[config.mk]
export PLATFORM = sky130hd
export DESIGN_NAME = tag_scan_session_controller_unit
export DESIGN_NICKNAME = d
export VERILOG_FILES = /design/src/hw/rtl/tss_pkg.sv /design/src/hw/rtl/tss_front.sv /design/src/hw/rtl/tss_back.sv /design/src/hw/rtl/tag_scan_session_controller_unit.sv
export SDC_FILE = /design/constraint.sdc
export NUM_CORES = 1
export LEC_CHECK = 0
export ABC_CLOCK_PERIOD_IN_PS = 4400
export BUFFER_PORTS_ARGS = -buffer_cell sky130_fd_sc_hd__buf_2
export CAP_MARGIN = 20
export CORE_MARGIN = 10
export CORE_UTILIZATION = 45
export CTS_BUF_LIST = sky130_fd_sc_hd__clkbuf_4 sky130_fd_sc_hd__clkbuf_8 sky130_fd_sc_hd__clkbuf_16
export DETAILED_ROUTE_END_ITERATION = 12
export GPL_ROUTABILITY_DRIVEN = 0
export HOLD_SLACK_MARGIN = 0.06
export PLACE_DENSITY = 0.74
export SLEW_MARGIN = 25
export SYNTH_ARGS = -nofsm -noshare
export SYNTH_HDL_FRONTEND = slang
export SYNTH_HIERARCHICAL = 1
export SYNTH_SLANG_ARGS = --single-unit
[constraint.sdc]
create_clock -name clock -period 4.4 [get_ports clock]
set_clock_uncertainty 0.2 [all_clocks]
set_input_delay 0.44 -clock clock [delete_from_list [all_inputs] [get_ports clock]]
set_output_delay 0.44 -clock clock [all_outputs]
set_load 0.005 [all_outputs]
[src/hw/rtl/tss_pkg.sv]
// tag scan session controller: shared types, constants and codes
// used by tss_front, tss_back and the top level; depends on nothing
`timescale 1ns / 1ps
`default_nettype none

package tss_pkg;

   // serial receive buffer
   localparam int RX_DEPTH    = 16;
   localparam int RX_IDX_W    = $clog2(RX_DEPTH);
   localparam int FRAME_BYTES = 7;

   // short queues between input, engine and output
   localparam int QUEUE_DEPTH = 2;
   localparam int QUEUE_PTR_W = (QUEUE_DEPTH > 1) ? $clog2(QUEUE_DEPTH) : 1;
   localparam int QUEUE_CNT_W = $clog2(QUEUE_DEPTH + 1);

   // configuration port
   localparam int CSR_IDX_W  = 2;
   localparam int CSR_DATA_W = 16;
   localparam logic [CSR_IDX_W-1:0] CSR_LISTEN_LIMIT  = 2'd0;
   localparam logic [CSR_IDX_W-1:0] CSR_BEACON_LIMIT  = 2'd1;
   localparam logic [CSR_IDX_W-1:0] CSR_SESSION_LIMIT = 2'd2;

   localparam logic [7:0]  LISTEN_LIMIT_RST  = 8'd15;
   localparam logic [7:0]  BEACON_LIMIT_RST  = 8'd6;
   localparam logic [15:0] SESSION_LIMIT_RST = 16'd430;
   localparam logic [7:0]  WINDOW_LIMIT_RST  = 8'd15;

   // event codes on the request channel
   localparam logic [2:0] MODE_SERIAL  = 3'd0;
   localparam logic [2:0] MODE_GAP     = 3'd1;
   localparam logic [2:0] MODE_WINDOW  = 3'd2;
   localparam logic [2:0] MODE_SESSION = 3'd3;
   localparam logic [2:0] MODE_RADIO   = 3'd4;

   // frame markers
   localparam logic [7:0]  CMD_HEAD   = 8'hFE;
   localparam logic [7:0]  CMD_LEN    = 8'h07;
   localparam logic [7:0]  FRAME_TAIL = 8'hFF;
   localparam logic [7:0]  TAG_HEAD   = 8'hFC;
   localparam logic [15:0] ID_NONE    = 16'hFFFF;

   typedef logic [FRAME_BYTES-1:0][7:0] frame_type;

   // byte 0 sits in the lowest lane
   localparam frame_type TIMEOUT_FRAME = {8'hFF, 8'h00, 8'h00, 8'h00, 8'h00, 8'h07, 8'hFC};
   localparam frame_type CMD_FRAME_RST = {8'hFF, 8'hFF, 8'hFF, 8'hFF, 8'hFF, 8'h07, 8'hFE};

   typedef enum logic [2:0] {
      EV_NONE,
      EV_SERIAL,
      EV_GAP,
      EV_WINDOW,
      EV_SESSION,
      EV_RADIO
   } ev_kind_type;

   typedef struct packed {
      ev_kind_type kind;
      logic        pkt_ok;   // radio header and tail look right
      frame_type   bytes;
   } event_type;

   typedef enum logic [1:0] {
      KIND_NONE    = 2'd0,
      KIND_FOUND   = 2'd1,
      KIND_TIMEOUT = 2'd2
   } frame_kind_type;

   typedef struct packed {
      frame_kind_type kind;
      frame_type      bytes;
      logic           scanning;
      logic           listening;
      logic           lamp;
   } result_type;

   // handshake between front and back
   typedef struct packed {
      logic valid;
   } evq_status_type;

   typedef struct packed {
      logic pop;
   } evq_ctrl_type;

endpackage

`default_nettype wire

[src/hw/rtl/tss_front.sv]
// tag scan front: decodes request words and holds them in a short event queue
// depends on tss_pkg
`timescale 1ns / 1ps
`default_nettype none

module tss_front (
   input  wire logic                    clock,
   input  wire logic                    reset,
   input  wire logic                    req_push,
   output logic                         req_full,
   input  wire logic [2:0]              req_mode,
   input  wire tss_pkg::frame_type      req_bytes,
   output tss_pkg::evq_status_type      evq_status,
   output tss_pkg::event_type           evq_head,
   input  wire tss_pkg::evq_ctrl_type   evq_ctrl
);

   tss_pkg::event_type slot_ff [tss_pkg::QUEUE_DEPTH];
   tss_pkg::event_type slot_in;
   logic [tss_pkg::QUEUE_PTR_W-1:0] wr_ptr_ff, wr_ptr_in;
   logic [tss_pkg::QUEUE_PTR_W-1:0] rd_ptr_ff, rd_ptr_in;
   logic [tss_pkg::QUEUE_CNT_W-1:0] cnt_ff, cnt_in;
   logic enq, deq;

   // classify the incoming word
   always_comb begin
      slot_in.bytes  = req_bytes;
      slot_in.pkt_ok = (req_bytes[0] == tss_pkg::TAG_HEAD) &&
                       (req_bytes[tss_pkg::FRAME_BYTES-1] == tss_pkg::FRAME_TAIL);
      unique case (req_mode)
         tss_pkg::MODE_SERIAL:  slot_in.kind = tss_pkg::EV_SERIAL;
         tss_pkg::MODE_GAP:     slot_in.kind = tss_pkg::EV_GAP;
         tss_pkg::MODE_WINDOW:  slot_in.kind = tss_pkg::EV_WINDOW;
         tss_pkg::MODE_SESSION: slot_in.kind = tss_pkg::EV_SESSION;
         tss_pkg::MODE_RADIO:   slot_in.kind = tss_pkg::EV_RADIO;
         default:               slot_in.kind = tss_pkg::EV_NONE;
      endcase
   end

   assign req_full         = (cnt_ff == tss_pkg::QUEUE_CNT_W'(tss_pkg::QUEUE_DEPTH));
   assign enq              = req_push && !req_full;
   assign deq              = evq_ctrl.pop && (cnt_ff != '0);
   assign evq_status.valid = (cnt_ff != '0);
   assign evq_head         = slot_ff[rd_ptr_ff];

   always_comb begin
      wr_ptr_in = wr_ptr_ff;
      rd_ptr_in = rd_ptr_ff;
      cnt_in    = cnt_ff;
      if (enq) begin
         wr_ptr_in = (wr_ptr_ff == tss_pkg::QUEUE_PTR_W'(tss_pkg::QUEUE_DEPTH - 1)) ?
                     '0 : wr_ptr_ff + 1'b1;
      end
      if (deq) begin
         rd_ptr_in = (rd_ptr_ff == tss_pkg::QUEUE_PTR_W'(tss_pkg::QUEUE_DEPTH - 1)) ?
                     '0 : rd_ptr_ff + 1'b1;
      end
      if (enq && !deq) begin
         cnt_in = cnt_ff + 1'b1;
      end else if (deq && !enq) begin
         cnt_in = cnt_ff - 1'b1;
      end
   end

   always_ff @(posedge clock) begin
      if (enq) begin
         slot_ff[wr_ptr_ff] <= slot_in;
      end
      if (reset) begin
         wr_ptr_ff <= '0;
         rd_ptr_ff <= '0;
         cnt_ff    <= '0;
      end else begin
         wr_ptr_ff <= wr_ptr_in;
         rd_ptr_ff <= rd_ptr_in;
         cnt_ff    <= cnt_in;
      end
   end

   a_cnt_bound: assert property (@(posedge clock) disable iff (reset)
      cnt_ff <= tss_pkg::QUEUE_CNT_W'(tss_pkg::QUEUE_DEPTH))
      else $error("event queue overfilled");

   a_enq_grows: assert property (@(posedge clock) disable iff (reset)
      (enq && !deq) |=> (cnt_ff == $past(cnt_ff) + 1'b1))
      else $error("event queue lost a word");

   a_head_holds: assert property (@(posedge clock) disable iff (reset)
      (evq_status.valid && !evq_ctrl.pop) |=> (evq_head == $past(evq_head)))
      else $error("waiting event word changed");

endmodule

`default_nettype wire

[src/hw/rtl/tss_back.sv]
// tag scan back: session state, receive buffer, config registers and result queue
// depends on tss_pkg; fed by tss_front
`timescale 1ns / 1ps
`default_nettype none

module tss_back (
   input  wire logic                         clock,
   input  wire logic                         reset,
   input  wire logic                         csr_write_en,
   input  wire logic [tss_pkg::CSR_IDX_W-1:0]  csr_index,
   input  wire logic [tss_pkg::CSR_DATA_W-1:0] csr_data,
   input  wire tss_pkg::evq_status_type      evq_status,
   input  wire tss_pkg::event_type           evq_head,
   output tss_pkg::evq_ctrl_type             evq_ctrl,
   output logic                              rsp_empty,
   input  wire logic                         rsp_pop,
   output tss_pkg::result_type               rsp_head
);

   // configuration
   logic [7:0]  listen_lim_ff, beacon_lim_ff;
   logic [15:0] session_lim_ff;

   // session state
   logic [7:0] rx_bytes_ff [tss_pkg::RX_DEPTH];
   logic [tss_pkg::RX_IDX_W-1:0] rx_count_ff, rx_count_in;
   logic gap_armed_ff, gap_armed_in;
   tss_pkg::frame_type cmd_frame_ff, cmd_frame_in;
   logic [15:0] target_id_ff, target_id_in;
   logic scan_on_ff, scan_on_in;
   logic listen_on_ff, listen_on_in;
   logic lamp_ff, lamp_in;
   logic [7:0] win_cnt_ff, win_cnt_in;
   logic [7:0] win_lim_ff, win_lim_in;
   logic [15:0] sess_cnt_ff, sess_cnt_in;
   logic rx_wr;

   // result queue
   tss_pkg::result_type out_slot_ff [tss_pkg::QUEUE_DEPTH];
   tss_pkg::result_type out_slot_in;
   logic [tss_pkg::QUEUE_PTR_W-1:0] out_wr_ff, out_wr_in;
   logic [tss_pkg::QUEUE_PTR_W-1:0] out_rd_ff, out_rd_in;
   logic [tss_pkg::QUEUE_CNT_W-1:0] out_cnt_ff, out_cnt_in;
   logic out_full, consume, deq;

   tss_pkg::frame_type rx_frame;
   tss_pkg::frame_kind_type kind;
   logic [15:0] pkt_id;

   assign out_full     = (out_cnt_ff == tss_pkg::QUEUE_CNT_W'(tss_pkg::QUEUE_DEPTH));
   assign deq          = rsp_pop && !rsp_empty;
   assign consume      = evq_status.valid && (!out_full || deq);
   assign evq_ctrl.pop = consume;
   assign rsp_empty    = (out_cnt_ff == '0);
   assign rsp_head     = out_slot_ff[out_rd_ff];
   assign pkt_id       = {evq_head.bytes[4], evq_head.bytes[5]};

   always_comb begin
      for (int i = 0; i < tss_pkg::FRAME_BYTES; i++) begin
         rx_frame[i] = rx_bytes_ff[i];
      end
   end

   // one event per cycle, unless the result queue is full and not popped
   always_comb begin
      rx_count_in  = rx_count_ff;
      gap_armed_in = gap_armed_ff;
      cmd_frame_in = cmd_frame_ff;
      target_id_in = target_id_ff;
      scan_on_in   = scan_on_ff;
      listen_on_in = listen_on_ff;
      lamp_in      = lamp_ff;
      win_cnt_in   = win_cnt_ff;
      win_lim_in   = win_lim_ff;
      sess_cnt_in  = sess_cnt_ff;
      rx_wr        = 1'b0;
      kind         = tss_pkg::KIND_NONE;
      if (consume) begin
         case (evq_head.kind)
            tss_pkg::EV_SERIAL: begin
               rx_wr        = 1'b1;
               rx_count_in  = (rx_count_ff == tss_pkg::RX_IDX_W'(tss_pkg::RX_DEPTH - 1)) ?
                              '0 : rx_count_ff + 1'b1;
               gap_armed_in = 1'b1;
            end
            tss_pkg::EV_GAP: begin
               if (gap_armed_ff) begin
                  gap_armed_in = 1'b0;
                  rx_count_in  = '0;
                  if (rx_count_ff == tss_pkg::RX_IDX_W'(tss_pkg::FRAME_BYTES)) begin
                     cmd_frame_in = rx_frame;
                     target_id_in = {rx_frame[4], rx_frame[5]};
                     if (rx_frame[0] == tss_pkg::CMD_HEAD &&
                         rx_frame[1] == tss_pkg::CMD_LEN &&
                         rx_frame[tss_pkg::FRAME_BYTES-1] == tss_pkg::FRAME_TAIL &&
                         target_id_in != tss_pkg::ID_NONE) begin
                        scan_on_in = 1'b1;
                     end
                  end
               end
            end
            tss_pkg::EV_WINDOW: begin
               if (scan_on_ff) begin
                  if (win_cnt_ff > win_lim_ff) begin
                     win_cnt_in   = '0;
                     win_lim_in   = listen_on_ff ? beacon_lim_ff : listen_lim_ff;
                     listen_on_in = !listen_on_ff;
                     lamp_in      = !lamp_ff;
                  end else begin
                     win_cnt_in = win_cnt_ff + 1'b1;
                  end
               end
            end
            tss_pkg::EV_SESSION: begin
               if (scan_on_ff) begin
                  if (sess_cnt_ff > session_lim_ff) begin
                     scan_on_in   = 1'b0;
                     listen_on_in = 1'b0;
                     lamp_in      = 1'b0;
                     sess_cnt_in  = '0;
                     kind         = tss_pkg::KIND_TIMEOUT;
                  end else begin
                     sess_cnt_in = sess_cnt_ff + 1'b1;
                  end
               end
            end
            tss_pkg::EV_RADIO: begin
               if (scan_on_ff && listen_on_ff && evq_head.pkt_ok && pkt_id == target_id_ff) begin
                  scan_on_in   = 1'b0;
                  listen_on_in = 1'b0;
                  lamp_in      = 1'b0;
                  sess_cnt_in  = '0;
                  kind         = tss_pkg::KIND_FOUND;
               end
            end
            default: begin
            end
         endcase
      end

      out_slot_in.kind      = kind;
      out_slot_in.scanning  = scan_on_in;
      out_slot_in.listening = listen_on_in;
      out_slot_in.lamp      = lamp_in;
      case (kind)
         tss_pkg::KIND_FOUND:   out_slot_in.bytes = evq_head.bytes;
         tss_pkg::KIND_TIMEOUT: out_slot_in.bytes = tss_pkg::TIMEOUT_FRAME;
         default:               out_slot_in.bytes = cmd_frame_in;
      endcase
   end

   // result queue pointers
   always_comb begin
      out_wr_in  = out_wr_ff;
      out_rd_in  = out_rd_ff;
      out_cnt_in = out_cnt_ff;
      if (consume) begin
         out_wr_in = (out_wr_ff == tss_pkg::QUEUE_PTR_W'(tss_pkg::QUEUE_DEPTH - 1)) ?
                     '0 : out_wr_ff + 1'b1;
      end
      if (deq) begin
         out_rd_in = (out_rd_ff == tss_pkg::QUEUE_PTR_W'(tss_pkg::QUEUE_DEPTH - 1)) ?
                     '0 : out_rd_ff + 1'b1;
      end
      if (consume && !deq) begin
         out_cnt_in = out_cnt_ff + 1'b1;
      end else if (deq && !consume) begin
         out_cnt_in = out_cnt_ff - 1'b1;
      end
   end

   always_ff @(posedge clock) begin
      if (rx_wr) begin
         rx_bytes_ff[rx_count_ff] <= evq_head.bytes[0];
      end
      if (consume) begin
         out_slot_ff[out_wr_ff] <= out_slot_in;
      end
      if (reset) begin
         listen_lim_ff  <= tss_pkg::LISTEN_LIMIT_RST;
         beacon_lim_ff  <= tss_pkg::BEACON_LIMIT_RST;
         session_lim_ff <= tss_pkg::SESSION_LIMIT_RST;
         rx_count_ff    <= '0;
         gap_armed_ff   <= 1'b0;
         cmd_frame_ff   <= tss_pkg::CMD_FRAME_RST;
         target_id_ff   <= '0;
         scan_on_ff     <= 1'b0;
         listen_on_ff   <= 1'b0;
         lamp_ff        <= 1'b0;
         win_cnt_ff     <= '0;
         win_lim_ff     <= tss_pkg::WINDOW_LIMIT_RST;
         sess_cnt_ff    <= '0;
         out_wr_ff      <= '0;
         out_rd_ff      <= '0;
         out_cnt_ff     <= '0;
      end else begin
         if (csr_write_en) begin
            unique case (csr_index)
               tss_pkg::CSR_LISTEN_LIMIT:  listen_lim_ff  <= csr_data[7:0];
               tss_pkg::CSR_BEACON_LIMIT:  beacon_lim_ff  <= csr_data[7:0];
               tss_pkg::CSR_SESSION_LIMIT: session_lim_ff <= csr_data;
               default: begin
               end
            endcase
         end
         rx_count_ff  <= rx_count_in;
         gap_armed_ff <= gap_armed_in;
         cmd_frame_ff <= cmd_frame_in;
         target_id_ff <= target_id_in;
         scan_on_ff   <= scan_on_in;
         listen_on_ff <= listen_on_in;
         lamp_ff      <= lamp_in;
         win_cnt_ff   <= win_cnt_in;
         win_lim_ff   <= win_lim_in;
         sess_cnt_ff  <= sess_cnt_in;
         out_wr_ff    <= out_wr_in;
         out_rd_ff    <= out_rd_in;
         out_cnt_ff   <= out_cnt_in;
      end
   end

   a_listen_in_scan: assert property (@(posedge clock) disable iff (reset)
      listen_on_ff |-> scan_on_ff)
      else $error("listen window outside a scan");

   a_lamp_tracks: assert property (@(posedge clock) disable iff (reset)
      lamp_ff == listen_on_ff)
      else $error("lamp out of step with window");

   a_out_bound: assert property (@(posedge clock) disable iff (reset)
      out_cnt_ff <= tss_pkg::QUEUE_CNT_W'(tss_pkg::QUEUE_DEPTH))
      else $error("result queue overfilled");

   a_stop_clears: assert property (@(posedge clock) disable iff (reset)
      (consume && kind != tss_pkg::KIND_NONE) |=> (!scan_on_ff && sess_cnt_ff == '0))
      else $error("scan still running after a host frame");

endmodule

`default_nettype wire

[src/hw/rtl/tag_scan_session_controller_unit.sv]
// tag scan session controller top level: request and result queues, config port
// depends on tss_pkg, tss_front and tss_back
`timescale 1ns / 1ps
`default_nettype none

// usage
//   request side: a word is taken at a clock edge with req_push high and req_full
//   low; req_mode picks serial byte, gap timeout, window tick, session tick or
//   radio packet, req_byte0..req_byte6 carry the byte or the packet
//   result side: every request word gives exactly one result word, in order;
//   it stands on the rsp_ ports while rsp_empty is low and leaves at an edge
//   with rsp_pop high
//   config: csr_write_en with csr_index 0 listen limit, 1 beacon limit,
//   2 session limit; write only while the block is idle
// timing
//   one word per cycle sustained unless the result side stalls; an accepted
//   word waits in the event queue, is consumed from there by the session
//   engine, and its result is registered into the result queue, where it
//   drops rsp_empty and can be popped
//   the throughput is set by the state update in the back end
// stalls
//   a two-word event queue sits between decode and the engine and a two-word
//   result queue after it; with rsp_pop held low up to four words are taken
//   before req_full rises
// reset
//   synchronous; clears both queues and the session state, command frame back
//   to FE 07 FF FF FF FF FF and the limits back to 15, 6 and 430

module tag_scan_session_controller_unit (
   input  wire logic                             clock,
   input  wire logic                             reset,
   input  wire logic                             req_push,
   output logic                                  req_full,
   input  wire logic [2:0]                       req_mode,
   input  wire logic [7:0]                       req_byte0,
   input  wire logic [7:0]                       req_byte1,
   input  wire logic [7:0]                       req_byte2,
   input  wire logic [7:0]                       req_byte3,
   input  wire logic [7:0]                       req_byte4,
   input  wire logic [7:0]                       req_byte5,
   input  wire logic [7:0]                       req_byte6,
   output logic                                  rsp_empty,
   input  wire logic                             rsp_pop,
   output logic [1:0]                            rsp_frame_kind,
   output logic [7:0]                            rsp_out0,
   output logic [7:0]                            rsp_out1,
   output logic [7:0]                            rsp_out2,
   output logic [7:0]                            rsp_out3,
   output logic [7:0]                            rsp_out4,
   output logic [7:0]                            rsp_out5,
   output logic [7:0]                            rsp_out6,
   output logic                                  rsp_scanning,
   output logic                                  rsp_listening,
   output logic                                  rsp_lamp,
   input  wire logic                             csr_write_en,
   input  wire logic [tss_pkg::CSR_IDX_W-1:0]    csr_index,
   input  wire logic [tss_pkg::CSR_DATA_W-1:0]   csr_data
);

   tss_pkg::frame_type      req_bytes;
   tss_pkg::evq_status_type evq_status;
   tss_pkg::event_type      evq_head;
   tss_pkg::evq_ctrl_type   evq_ctrl;
   tss_pkg::result_type     rsp_head;

   // byte 0 in the lowest lane
   assign req_bytes = {req_byte6, req_byte5, req_byte4, req_byte3,
                       req_byte2, req_byte1, req_byte0};

   // decode and event queue
   tss_front u_front (
      .clock      (clock),
      .reset      (reset),
      .req_push   (req_push),
      .req_full   (req_full),
      .req_mode   (req_mode),
      .req_bytes  (req_bytes),
      .evq_status (evq_status),
      .evq_head   (evq_head),
      .evq_ctrl   (evq_ctrl)
   );

   // session engine and result queue
   tss_back u_back (
      .clock        (clock),
      .reset        (reset),
      .csr_write_en (csr_write_en),
      .csr_index    (csr_index),
      .csr_data     (csr_data),
      .evq_status   (evq_status),
      .evq_head     (evq_head),
      .evq_ctrl     (evq_ctrl),
      .rsp_empty    (rsp_empty),
      .rsp_pop      (rsp_pop),
      .rsp_head     (rsp_head)
   );

   // unpack the oldest result word
   assign rsp_frame_kind = rsp_head.kind;
   assign rsp_out0       = rsp_head.bytes[0];
   assign rsp_out1       = rsp_head.bytes[1];
   assign rsp_out2       = rsp_head.bytes[2];
   assign rsp_out3       = rsp_head.bytes[3];
   assign rsp_out4       = rsp_head.bytes[4];
   assign rsp_out5       = rsp_head.bytes[5];
   assign rsp_out6       = rsp_head.bytes[6];
   assign rsp_scanning   = rsp_head.scanning;
   assign rsp_listening  = rsp_head.listening;
   assign rsp_lamp       = rsp_head.lamp;

endmodule

`default_nettype wire

### Yosys cells after proc, flatten, opt, wreduce, memory -nomap -nowiden

Memory sizes are Yosys's and may differ from the RTL's. A register that Yosys moved wholly into a read port is not among the register bits.
Cells that the tools add are included.

* output and inout bits: 63
* memories: 3
* flip-flop bits (word level): 152
* input bits: 82
* bits in writable memories: 370
* word-level logic and storage cells: 173

Memory list
* u_back.rx_bytes_ff: words 16, bits a word 8, rd ports 7, clocked after memory_dff 0, write ports 1, line tss_back.sv:25 `logic [7:0] rx_bytes_ff [tss_pkg::RX_DEPTH];`
* u_back.out_slot_ff: words 2, bits a word 61, rd ports 1, clocked after memory_dff 1, write ports 1, line tss_back.sv:39 `tss_pkg::result_type out_slot_ff [tss_pkg::QUEUE_DEPTH];`
* u_front.slot_ff: words 2, bits a word 60, rd ports 1, clocked after memory_dff 1, write ports 1, line tss_front.sv:18 `tss_pkg::event_type slot_ff [tss_pkg::QUEUE_DEPTH];`

* reductions and logical operators: 42
* muxes and demuxes: 63
* order comparisons: 2
* eq/ne operators: 27
* add/subtract/negate cells: 11

Operator list (count)
* 2-to-1 mux 56 bit: 4
* case mux 56 bit (2 select lines): 1
* 2-to-1 mux 16 bit: 3
* 2-to-1 mux 1 bit: 36
* equality test 8 bit (second input constant): 4
* case mux 16 bit (2 select lines): 1
* adder 16 x 1 -> 16 bit (second input constant): 1
* equality test 16 bit: 1
* > comparator 16 bit: 1
* 2-to-1 mux 8 bit: 2
* != test 16 bit (second input constant): 1
* logical AND 1 bit: 15
* case mux 3 bit (5 select lines): 1
* 2-to-1 mux 2 bit: 7
* equality test 3 x 2 -> 1 bit (second input constant): 4
* AND reduction 4 bit: 3
* nonzero test 2 bit: 5
* equality test 3 bit (second input constant): 3
* logical NOT 1 bit: 9
* case mux 1 bit (3 select lines): 3
* adder 8 x 1 -> 8 bit (second input constant): 1
* equality test 2 bit (second input constant): 4
* equality test 8 x 3 -> 1 bit (second input constant): 1
* > comparator 8 bit: 1
* 18 further kinds: 33

### Longest topological paths before layout

Gate-level depths: netlist of run 1.
An unclocked memory read counts as a cell.

* depth after elaboration: 10
* depth in mapped cells: 14
* mapped depth without buffers: 12

### By module

Netlist of run 1, hierarchy kept.

Modules (own cells, without submodules)
* tss_back: area an instance 13760.7 µm², times used 1, sequential area each 8328.0 µm², cells each 1180
* tss_front: area an instance 4601.9 µm², times used 1, sequential area each 3703.6 µm², cells each 225

### Least setup slack after synthesis of run 1

OpenSTA, ideal clock, no wires.

* kind: reg2reg
* from: register u_front/cnt_ff[0] (netlist bit)
* to: memory u_back/out_slot_ff[0][0] (netlist bit), enable pin
* required time: 3720 ps
* cell stages (with the launch flop): 5
* path slack: 391 ps
* arrival time: 3329 ps
* path through: dfxtp_1 -> or2_2 -> inv_1 -> a21o_1 -> nor2_1

* longest elaborated chain between the ends: 4

RTL lines
* start: declaration: line tss_front.sv:22 `logic [tss_pkg::QUEUE_CNT_W-1:0] cnt_ff, cnt_in;`
* start signal: assignment: line tss_front.sv:76 `cnt_ff <= cnt_in;`
* nonzero test 2 bit: line tss_front.sv:43 `assign evq_status.valid = (cnt_ff != '0);`
* named net evq_status: line tag_scan_session_controller_unit.sv:61 `tss_pkg::evq_status_type evq_status;`
* logical AND 1 bit: line tss_back.sv:52 `assign consume = evq_status.valid && (!out_full || deq);`
* 2-to-1 mux 1 bit: line tss_back.sv:176 `if (consume) begin`
* 2-to-1 mux 1 bit (not written as such): line tss_back.sv:177 `out_slot_ff[out_wr_ff] <= out_slot_in;`
* end: declaration: line tss_back.sv:39

The timed path passes the listed nets, and every way through them passes these cells.

==> metrics.txt, run 1 <==
outcome=completed; fraction of final layout cells with drive strength greater than 1=0.238; total power=10.6 mW; routed wire length=42.1 mm; IO buf count=144; leakage component of the power=7.73 nW; peak supply drop=between 0.2 and 0.3 mV; number of warning messages in the yosys log=6; final period utilization=0.884; Max-slew headroom=0.370; count of cells resized by post-cts repair=0; number of rows in the core area=between 70 and 80; Worst-Margin Slew=937 ps; PD cells=481 nW/um^2; Critical Path AT=4130 ps; Detailed Place HPWL=28.3 mm; leading register cell type out of synthesis=sky130_fd_sc_hd__edfxtp_1; via count=11,800; unrepaired setup endpoints after global routing=false; latest clock arrival within the worst-skew pair=between 500 and 600 ps; DR pass1 iterations=5; post-synthesis mux area share=0.105; fin crit period=3890 ps; Yosys reg bits=452; number of slew-limit violations in the final report=0; number of levels the H-tree was split into=2; achievable frequency=0.257 GHz; largest net degree at the start of global routing=89; die extent in x=222 um; top-level I/O count=145; Fin Setup TNS=0 ps; fill count=about 3,300; CTS Buffer Depth=3; category of the critical setup timing path=reg -> reg; Post-route DRC=0; global-route usage over all layers=0.166; area enclosed by the die boundary=49,300 um^2; number of unique standard cell types used by synthesis=57; CTS Hold Bufs=76; Synth Net Count=roughly 1,500; area growth from synthesis to layout=19.7%; xor/xnor cell area share of the yosys netlist=0.0148; Crit Path Max Fanout=23; worst min-delay path class=in -> reg; Async SR Flop Fraction=0; Post-Synthesis Cells=1,405; required time of the critical path=4640 ps; initial antenna violation count=1; first-pass GRT wire length=between 60 and 70 mm; height of the die=222 um; clock transition at the register clock pins on the worst setup and hold paths after CTS=roughly 60 ps; largest family of logic cells by synthesized area=multiplexers; starting density of the core=0.459; post-CTS setup buffers=0; Final Net Count=1,749; area of the mapped netlist=~18,000 um^2; final hold viol count=0; via count of the first global-routing pass=12,100; kind of end point of the critical path=flop; remaining antenna violation count=0; CTS sink cnt=452; Seq/Total Area, Yosys=0.655; ANT cells=0; number of maximum-capacitance violations=0; clock root buffer=sky130_fd_sc_hd__clkbuf_16; detail-routed net length per standard cell=19.2 um; EDFF count, synth=298; area of the placeable core=between 40,000 and 50,000 um^2; DRC violation total after the first TritonRoute iteration=893; compound-cell area share of the yosys netlist=0.0756; GRT Residual Overflow=0; vias per inst=5.36; startpoint kind of the worst setup timing path=flop; basic-gate share of the synthesized area counting and, or, nand and nor cells=0.103; Synth Area in Adders=0.0232; Util after Layout=0.549; Avg Inst Size Synth=13.1 um^2; TritonCTS clock tree=yes; number of CTS-inserted buffers=46; # setup viols final=0
-- path summary, 6_finish.rpt --
path | cells past startpoint | to | slack [ps] | startpoint
worst max-delay path | 11 | u_back/out_slot_ff[1][30] | 510 | flop
worst min-delay path | 4 | flop | 140 | rsp_pop
worst max register to register | 11 | u_back/out_slot_ff[1][30] | 510 | flop
worst min register to register | 2 | u_back/session_lim_ff[12] | 260 | u_back/session_lim_ff[12]
-- sequential cells by signal, summed over array words and instances (netlist names), 2 cells and up, named ones only --
register and flops:
u_back/listen_lim_ff 8, u_back/beacon_lim_ff 8, u_back/sess_cnt_ff 16, u_back/rx_bytes_ff 56, u_back/win_lim_ff 8, u_back/session_lim_ff 16, u_back/cmd_frame_ff 56, u_back/target_id_ff 16
u_back/rx_count_ff 4, u_front/cnt_ff 2, u_back/out_slot_ff 122, u_back/win_cnt_ff 8, u_front/slot_ff 120, u_back/out_cnt_ff 2
-- cell usage in the layout, fill, tap and decap left out, types with 5 or more instances in the layout --
cell and count:
sky130_fd_sc_hd__clkbuf_16 46, sky130_fd_sc_hd__o21ai_0 19, sky130_fd_sc_hd__a21boi_0 16, sky130_fd_sc_hd__clkinv_2 6, sky130_fd_sc_hd__nand3_1 13, sky130_fd_sc_hd__nand2b_1 36, sky130_fd_sc_hd__a22o_1 25, sky130_fd_sc_hd__clkbuf_4 11
sky130_fd_sc_hd__mux2_2 122, sky130_fd_sc_hd__nor2b_1 11, sky130_fd_sc_hd__inv_1 42, sky130_fd_sc_hd__buf_2 143, sky130_fd_sc_hd__ha_1 33, sky130_fd_sc_hd__and3_1 9, sky130_fd_sc_hd__or2_2 18, sky130_fd_sc_hd__edfxtp_1 298
sky130_fd_sc_hd__clkinv_1 11, sky130_fd_sc_hd__a21oi_1 80, sky130_fd_sc_hd__nand4_1 18, sky130_fd_sc_hd__and2_1 5, sky130_fd_sc_hd__mux2i_1 56, sky130_fd_sc_hd__nor2_1 65, sky130_fd_sc_hd__dlygate4sd3_1 76, sky130_fd_sc_hd__nand3b_1 6
sky130_fd_sc_hd__buf_4 24, sky130_fd_sc_hd__nor4_1 6, sky130_fd_sc_hd__clkbuf_8 6, sky130_fd_sc_hd__nand2_1 172, sky130_fd_sc_hd__a211o_1 16, sky130_fd_sc_hd__or3_1 6, sky130_fd_sc_hd__a211oi_1 22, sky130_fd_sc_hd__nor3_1 9
sky130_fd_sc_hd__xor2_1 27, sky130_fd_sc_hd__dfxtp_1 152
-- layer usage --
metal  up-vias  wire [um]  track usage  share of wire
li1       5590          -            -              -
met1      5772      18200        0.212           0.43
met2       323      20200        0.274           0.48
met3        78       2440       0.0320          0.058
met4         2       1280       0.0663          0.030
met5         -          9            0        0.00021
-- cell type report --
type                    instances  area [um^2]  area share
multi-input cells             843         5920       0.269
well taps                     525          657      0.0299
clock buffers                  63         1320      0.0599
repair buffers                247         1740      0.0790
clock inverters                23          153     0.00694
inverters                      43          161     0.00734
flip-flops and latches        452        12000       0.548
-- power breakdown --
part / leakage (nW) / total [mW] / internal [mW] / switching, mW
clock network: 0.727 / 3.72 / 2.11 / 1.61
registers: 3.69 / 5.10 / 4.98 / 0.121
logic: 3.31 / 1.74 / 0.649 / 1.09
-- per-stage QoR --
| step | cell area [um^2] | instances | hold WS, ps | setup WS [ps] |
|---|---|---|---|---|
| floorplan | 18400 | 1405 | 235 | 391 |
| global placement | 19800 | 2034 | 243 | 647 |
| detailed placement | 19800 | 2034 | 251 | 528 |
| CTS | 22000 | 2196 | 112 | 489 |
| global route | 22000 | 2196 | 176 | 330 |
| finish | 22000 | 2196 | 141 | 510 |
-- cells in the mapped netlist (12+ instances only) --
cell type | n | area (um^2)
sky130_fd_sc_hd__a211o_1 | 16 | 140
sky130_fd_sc_hd__a211oi_1 | 22 | 165
sky130_fd_sc_hd__a21boi_0 | 16 | 120
sky130_fd_sc_hd__a21oi_1 | 80 | 400
sky130_fd_sc_hd__a22o_1 | 25 | 219
sky130_fd_sc_hd__clkbuf_1 | 55 | 206
sky130_fd_sc_hd__dfxtp_1 | 154 | 3080
sky130_fd_sc_hd__edfxtp_1 | 298 | 8950
sky130_fd_sc_hd__ha_1 | 34 | 425
sky130_fd_sc_hd__inv_1 | 43 | 161
sky130_fd_sc_hd__mux2_2 | 122 | 1370
sky130_fd_sc_hd__mux2i_1 | 56 | 561
sky130_fd_sc_hd__nand2_1 | 172 | 646
sky130_fd_sc_hd__nand2b_1 | 36 | 225
sky130_fd_sc_hd__nand3_1 | 13 | 65.1
sky130_fd_sc_hd__nand4_1 | 18 | 113
sky130_fd_sc_hd__nor2_1 | 66 | 248
sky130_fd_sc_hd__nor2b_1 | 12 | 75.1
sky130_fd_sc_hd__o21ai_0 | 19 | 95.1
sky130_fd_sc_hd__or2_2 | 18 | 113
sky130_fd_sc_hd__xor2_1 | 27 | 236
-- worst max-delay path, stage by stage (launching register included) --
cell and delay (ps):
sky130_fd_sc_hd__dfxtp_2 650, sky130_fd_sc_hd__buf_4 220, sky130_fd_sc_hd__mux2_2 340, sky130_fd_sc_hd__xor2_1 140, sky130_fd_sc_hd__nor3b_1 310, sky130_fd_sc_hd__nand4_1 250, sky130_fd_sc_hd__or3_1 450, sky130_fd_sc_hd__inv_1 90
sky130_fd_sc_hd__ha_2 340, sky130_fd_sc_hd__nor2b_2 210, sky130_fd_sc_hd__buf_4 290, sky130_fd_sc_hd__a22o_1 230
-- cells by family (layout without fill, tap and decap cells) --
group	count (synthesis)	after routing
buf+inv	110	376
mux	178	178
compound gates	206	206
flops	452	452
fa+ha+maj	34	34
xor+xnor	31	31
simple gates	394	394
No activity file was read; power rests on OpenSTA's default activity.
==> run 2, diff against run 1 <==
--- a/config.mk
+++ b/config.mk
@@ -10,7 +10,7 @@
 export CAP_MARGIN = 20
 export CORE_MARGIN = 10
 export CORE_UTILIZATION = 45
-export CTS_BUF_LIST = sky130_fd_sc_hd__clkbuf_4 sky130_fd_sc_hd__clkbuf_8 sky130_fd_sc_hd__clkbuf_16
+export CTS_BUF_LIST = sky130_fd_sc_hd__clkbuf_8 sky130_fd_sc_hd__clkbuf_16
 export DETAILED_ROUTE_END_ITERATION = 12
 export GPL_ROUTABILITY_DRIVEN = 0
 export HOLD_SLACK_MARGIN = 0.06
==> run 2 against run 1 <==
Effect of this change:
- sequential share of layout area is 0.10 points higher
- flip-flop and latch count stayed put
- final area is 0.19% lower
- count of clock-buffer cells in the layout is 11 lower
- via count is 0.47% lower
- worst setup slack worse by 18 ps
- critical path type unchanged
==> metrics.txt, run 2 (same netlist as run 1, synthesis figures left out) <==
PD cells=477 nW/um^2 (-0.72%); remaining antenna violation count=0 (unchanged); number of levels the H-tree was split into=2 (unchanged); worst min-delay path class=in -> reg; CTS Buffer Depth=3 (unchanged); via count=11,700 (-0.47%); Largest regs=u_back/out_slot_ff: 122 flops, u_front/slot_ff: 120 flops; number of slew-limit violations in the final report=0 (unchanged); Post-route DRC=0 (unchanged); Fin Setup TNS=0 ps (unchanged); Max-slew headroom=0.357 (-0.0128); achievable frequency=0.256 GHz (-0.45%); number of maximum-capacitance violations=0 (unchanged); count of cells resized by post-cts repair=0 (unchanged); area enclosed by the die boundary=49,300 um^2 (unchanged); post-CTS setup buffers=0 (unchanged); Worst-Margin Slew=956 ps (+19.0 ps); clock transition at the register clock pins on the worst setup and hold paths after CTS=60 ps (about the same); final hold viol count=0 (unchanged); required time of the critical path=4640 ps (about the same); Non-Filler Cell Area, Final=21,900 um^2 (-0.19%); latest clock arrival within the worst-skew pair=580 ps (about the same); total cell area at the placement stage=19,800 um^2 (unchanged); outcome=completed; startpoint kind of the worst setup timing path=flop; leading cell type in the layout, fill and taps excluded=sky130_fd_sc_hd__edfxtp_1; number of rows in the core area=73 (unchanged); fraction of final layout cells with drive strength greater than 1=0.232 (-0.00658); die extent in x=222 um (unchanged); fin crit period=3910 ps (+17.6 ps); # setup viols final=0 (unchanged); Crit Path Max Fanout=23 (unchanged); total power=10.5 mW (-0.90%); initial antenna violation count=1 (unchanged); IO buf count=144 (unchanged); leakage component of the power=7.73 nW (+0.10%); DR pass1 iterations=5 (unchanged); clock root buffer=sky130_fd_sc_hd__clkbuf_16; final period utilization=0.888 (+0.00400); Final Net Count=1,749 (unchanged); top-level I/O count=145 (unchanged); detail-routed net length per standard cell=19.2 um (about the same); unrepaired setup endpoints after global routing=false; DRC violation total after the first TritonRoute iteration=993 (+11%); largest net degree at the start of global routing=89 (unchanged); most frequent cells in the layout=sky130_fd_sc_hd__edfxtp_1, sky130_fd_sc_hd__nand2_1, sky130_fd_sc_hd__dfxtp_1, sky130_fd_sc_hd__buf_2, sky130_fd_sc_hd__mux2_2; kind of end point of the critical path=flop; Critical Path AT=4150 ps (+20 ps); vias per inst=5.33 (-0.47%); GRT Residual Overflow=0 (unchanged); height of the die=222 um (unchanged); via count of the first global-routing pass=12,100 (+0.12%); global-route usage over all layers=0.166 (about the same); worst hold slack across all endpoints=140 ps (-0.887 ps); register name with the most flops=u_back/out_slot_ff; number of flip-flops in the largest register=122 (unchanged); number of CTS-inserted buffers=46 (unchanged); TritonCTS clock tree=yes; peak supply drop=0.293 mV (-2.0%); routed wire length=42.1 mm (about the same); ANT cells=0 (unchanged); area growth from synthesis to layout=19.5%; area of the placeable core=40,000 um^2 (unchanged); Detailed Place HPWL=28.3 mm (unchanged); starting density of the core=0.459 (unchanged); Util after Layout=0.548 (-0.00103); CTS sink cnt=452 (unchanged); category of the critical setup timing path=reg -> reg; first-pass GRT wire length=66.1 mm (about the same)
## run 2: cell types whose count changed in the layout (fill, tap and decap cells not counted)
cell and delta:
sky130_fd_sc_hd__inv_1 +11, sky130_fd_sc_hd__clkbuf_4 -11
## run 2: report_power, final
group / total [mW] / switching (mW) / internal (mW)
Sequential: 5.10 / 0.121 / 4.98
Combinational: 1.74 / 1.09 / 0.649
Clock: 3.63 / 1.61 / 2.02
Total: 10.5 / 2.82 / 7.65
## run 2: worst paths after layout
path | startpoint | endpoint | slack [ps] | depth (start not counted)
worst min-delay path | rsp_pop | flop | 140 | 4
worst min register to register | u_back/session_lim_ff[12] | u_back/session_lim_ff[12] | 260 | 2
worst max-delay path | flop | u_back/out_slot_ff[1][30] | 490 | 11
worst max register to register | flop | u_back/out_slot_ff[1][30] | 490 | 11
## run 2: stage by stage
| step | worst slack (ps) | instances |
|---|---|---|
| detailed placement | 528 | 2034 |
| global route | 332 | 2196 |
| global placement | 647 | 2034 |
| finish | 493 | 2196 |
| CTS | 491 | 2196 |
| floorplan | 391 | 1405 |
## run 2: routing by layer
layer  routed length, um  up-vias  track usage
li1                    -     5582            -
met1               18200     5729        0.212
met2               20100      318        0.274
met3                2440       79       0.0320
met4                1290        2       0.0652
met5                   9        -            0
## run 2: what timing repair did
item	CTS	global route
hold endpoints to repair	148	0
hold buffers	76	0
setup endpoints to repair	0	0
## run 2: worst max-delay path, cell delays in order (launching register included)
cell,delay [ps]
sky130_fd_sc_hd__dfxtp_2,660
sky130_fd_sc_hd__buf_4,220
sky130_fd_sc_hd__mux2_2,340
sky130_fd_sc_hd__xor2_1,140
sky130_fd_sc_hd__nor3b_1,300
sky130_fd_sc_hd__nand4_1,250
sky130_fd_sc_hd__or3_1,450
sky130_fd_sc_hd__inv_1,90
sky130_fd_sc_hd__ha_2,340
sky130_fd_sc_hd__nor2b_2,210
sky130_fd_sc_hd__buf_4,290
sky130_fd_sc_hd__a22o_1,230
## run 2: final cells by class
| class | count | area, um^2 |
|---|---|---|
| Clock buffer | 52 | 1230 |
| Clock inverter | 34 | 194 |
| Fill cell | 3265 | 18100 |
| Inverter | 43 | 161 |
| Multi-Input combinational cell | 843 | 5920 |
| Sequential cell | 452 | 12000 |
| Tap cell | 525 | 657 |
| Timing Repair Buffer | 247 | 1740 |
==> run 3, diff against run 2 <==
--- a/config.mk
+++ b/config.mk
@@ -5,12 +5,13 @@
 export SDC_FILE = /design/constraint.sdc
 export NUM_CORES = 1
 export LEC_CHECK = 0
-export ABC_CLOCK_PERIOD_IN_PS = 4400
+export ABC_CLOCK_PERIOD_IN_PS = 3800
 export BUFFER_PORTS_ARGS = -buffer_cell sky130_fd_sc_hd__buf_2
 export CAP_MARGIN = 20
 export CORE_MARGIN = 10
 export CORE_UTILIZATION = 45
 export CTS_BUF_LIST = sky130_fd_sc_hd__clkbuf_8 sky130_fd_sc_hd__clkbuf_16
+export CTS_CLUSTER_SIZE = 20
 export DETAILED_ROUTE_END_ITERATION = 12
 export GPL_ROUTABILITY_DRIVEN = 0
 export HOLD_SLACK_MARGIN = 0.06
==> constraint.sdc (replaced) <==
create_clock -name clock -period 3.8 [get_ports clock]
set_clock_uncertainty 0.2 [all_clocks]
set_input_delay 0.38 -clock clock [delete_from_list [all_inputs] [get_ports clock]]
set_output_delay 0.38 -clock clock [all_outputs]
set_load 0.005 [all_outputs]
==> run 3 against run 2 <==
Effect of this change:
- combinational power grew 18%
- register-to-register slack lost 310 ps
- final area rose by 0.96%
- sequential share of layout area shrank 0.52 points
- die area stayed put
- fmax grew 8.1%
- clock power grew 24%
- via count increased by 0.91%
- cell count is 0.41% higher
- first-iteration DRC count down 11%
- flip-flop and latch count stayed put
- count of clock-buffer cells in the layout shrank 3
==> metrics.txt, run 3 (same netlist as run 1, synthesis figures left out) <==
outcome=completed; Critical Path AT=3700 ps (-450 ps); hold path depth=4 (unchanged); area of the placeable core=40,000 um^2 (unchanged); Register-to-Register Setup Slack=190 ps (-310 ps); number of rows in the core area=73 (unchanged); via count=11,800 (+0.91%); final hold viol count=0 (unchanged); number of slew-limit violations in the final report=0 (unchanged); Crit path depth=11 (unchanged); clock transition at the register clock pins on the worst setup and hold paths after CTS=60 ps (about the same); unrepaired setup endpoints after global routing=false; area enclosed by the die boundary=49,300 um^2 (unchanged); final period utilization=0.951 (+0.0631); ANT cells=0 (unchanged); first-pass GRT wire length=67.2 mm (+1.6%); GRT Residual Overflow=0 (unchanged); Detailed Place HPWL=28.9 mm (+2.1%); startpoint kind of the worst setup timing path=flop; Largest regs=u_back/out_slot_ff: 122 flops, u_front/slot_ff: 120 flops; achievable frequency=0.277 GHz (+8.1%); required time of the critical path=3890 ps (-750 ps); slowest cell on the critical path=sky130_fd_sc_hd__or3_1; total power=12.5 mW (+19%); TritonCTS clock tree=yes; peak supply drop=0.428 mV (+46%); detail-routed net length per standard cell=19.5 um (+1.6%); largest net degree at the start of global routing=82 (-7.9%); fin crit period=3610 ps (-293 ps); path depth of the worst reg2reg path=11 (unchanged); register name with the most flops=u_back/out_slot_ff; cell family contributing the most delay on the critical path=simple AND/OR/NAND/NOR gates; routed wire length=42.9 mm (+2.0%); latest clock arrival within the worst-skew pair=580 ps (about the same); area of combinational cells with multiple inputs=5930 um^2 (+0.19%); DR pass1 iterations=7 (+2); leading cell type in the layout, fill and taps excluded=sky130_fd_sc_hd__edfxtp_1; fill count=3,263 (-0.061%); via count of the first global-routing pass=12,200 (+0.45%); Post-route DRC=0 (unchanged); IO buf count=144 (unchanged); Util after Layout=0.554 (+0.00525); clock root buffer=sky130_fd_sc_hd__clkbuf_16; most frequent cells in the layout=sky130_fd_sc_hd__edfxtp_1, sky130_fd_sc_hd__nand2_1, sky130_fd_sc_hd__dfxtp_1, sky130_fd_sc_hd__buf_2, sky130_fd_sc_hd__mux2_2; Fin Setup TNS=0 ps (unchanged); crit-path cells=buf_12 -> mux2_2 -> xor2_1 -> nor4_1 -> nand4_1 -> or3_1 -> inv_1 -> ha_2 -> buf_4 -> a211oi_1 -> a21oi_1; sequential cell area in the final layout=12,000 um^2 (unchanged); PD cells=564 nW/um^2 (+18%); Crit Path Max Fanout=29 (+26%); number of flip-flops in the largest register=122 (unchanged); top-level I/O count=145 (unchanged); number of CTS-inserted buffers=45 (-2.2%); remaining antenna violation count=0 (unchanged); category of the critical setup timing path=reg -> reg; Placed Instances=2,044 (+0.49%); fraction of final layout cells with drive strength greater than 1=0.241 (+0.00947); # setup viols final=0 (unchanged); worst min-delay path class=in -> reg; number of non-filler instances in the completed layout=2,205 (+0.41%); area growth from synthesis to layout=20.6%; source of the worst hold timing path=rsp_pop; leakage component of the power=7.82 nW (+1.1%); CTS Buffer Depth=3 (unchanged); starting density of the core=0.459 (unchanged); height of the die=222 um (unchanged); CTS sink cnt=452 (unchanged); DRC violation total after the first TritonRoute iteration=885 (-11%); Final Net Count=1,759 (+0.57%); die extent in x=222 um (unchanged); global-route usage over all layers=0.170 (+0.00351); vias per inst=5.36 (+0.50%); kind of end point of the critical path=flop; Worst-Margin Slew=894 ps (-61.8 ps); Worst path max stage delay=460 ps (-200 ps); Buffers & Inverters on Critical Path=3 (unchanged); destination of the worst register-to-register timing path=u_back/out_slot_ff[0][13]; number of levels the H-tree was split into=2 (unchanged); Max-slew headroom=0.404 (+0.0466); number of maximum-capacitance violations=0 (unchanged); initial antenna violation count=0 (-1)
==> run 3: cell types whose count changed in the layout (fill, tap and decap cells not counted), moves of 3 or more <==
cell	change
sky130_fd_sc_hd__buf_4	+9
sky130_fd_sc_hd__bufinv_16	+5
sky130_fd_sc_hd__clkbuf_8	-3
sky130_fd_sc_hd__clkinv_2	+3
sky130_fd_sc_hd__inv_1	-5
sky130_fd_sc_hd__clkinv_1	-3
==> run 3: where the power goes <==
| group | switching, mW | total (mW) | leakage (nW) | internal, mW |
|---|---|---|---|---|
| Clock | 1.89 | 4.51 | 0.771 | 2.62 |
| Combinational | 1.31 | 2.06 | 3.36 | 0.755 |
| Sequential | 0.146 | 5.91 | 3.69 | 5.76 |
| Total | 3.34 | 12.5 | 7.82 | 9.14 |
==> run 3: per-stage QoR <==
stage / setup WS [ps] / hold WS, ps / cell area [um^2]
finish: 186 / 99.1 / 22100
global route: 55.1 / 96.6 / 22100
CTS: 202 / 72.2 / 22100
detailed placement: 216 / 251 / 19800
global placement: 294 / 244 / 19800
floorplan: 246 / 235 / 18400
==> run 3: what timing repair did <==
item,4_1_cts,5_1_grt
hold buffers,77,0
endpoints found under the setup margin,0,2
gates resized for setup,0,2
endpoints found under the hold margin,153,0
setup buffers,0,0
==> run 3: area by class of cell <==
class | instances | area share
clock buffer | 49 | 0.0538
clock inverter | 35 | 0.0156
inverter | 43 | 0.00729
multi-input combinational | 843 | 0.268
sequential | 452 | 0.543
tap | 525 | 0.0297
timing repair buffer | 258 | 0.0824
==> run 3: routing by layer <==
layer	routed length [um]	track usage	up-vias
li1	-	-	5604
met1	18500	0.220	5831
met2	21000	0.285	321
met3	2290	0.0257	61
met4	1150	0.0579	0
met5	0	0	-
==> run 3: worst min-delay path, stage by stage <==
cell and delay (ps):
sky130_fd_sc_hd__buf_2 120, sky130_fd_sc_hd__o21ai_0 150, sky130_fd_sc_hd__xor2_1 100, sky130_fd_sc_hd__nor2_1 70
==> run 3: worst max-delay path by stage <==
stage | start | to | slack, ps
final | flop | u_back/out_slot_ff[0][13] | 190
after global routing | flop | u_back/out_slot_ff[0][13] | 60
after CTS | flop | u_back/out_slot_ff[0][13] | 200
after detailed placement | flop | u_back/out_slot_ff[0][13] | 220
after global placement | flop | u_back/out_slot_ff[0][40] | 290
after floorplan | flop | u_back/out_slot_ff[0][38] | 250
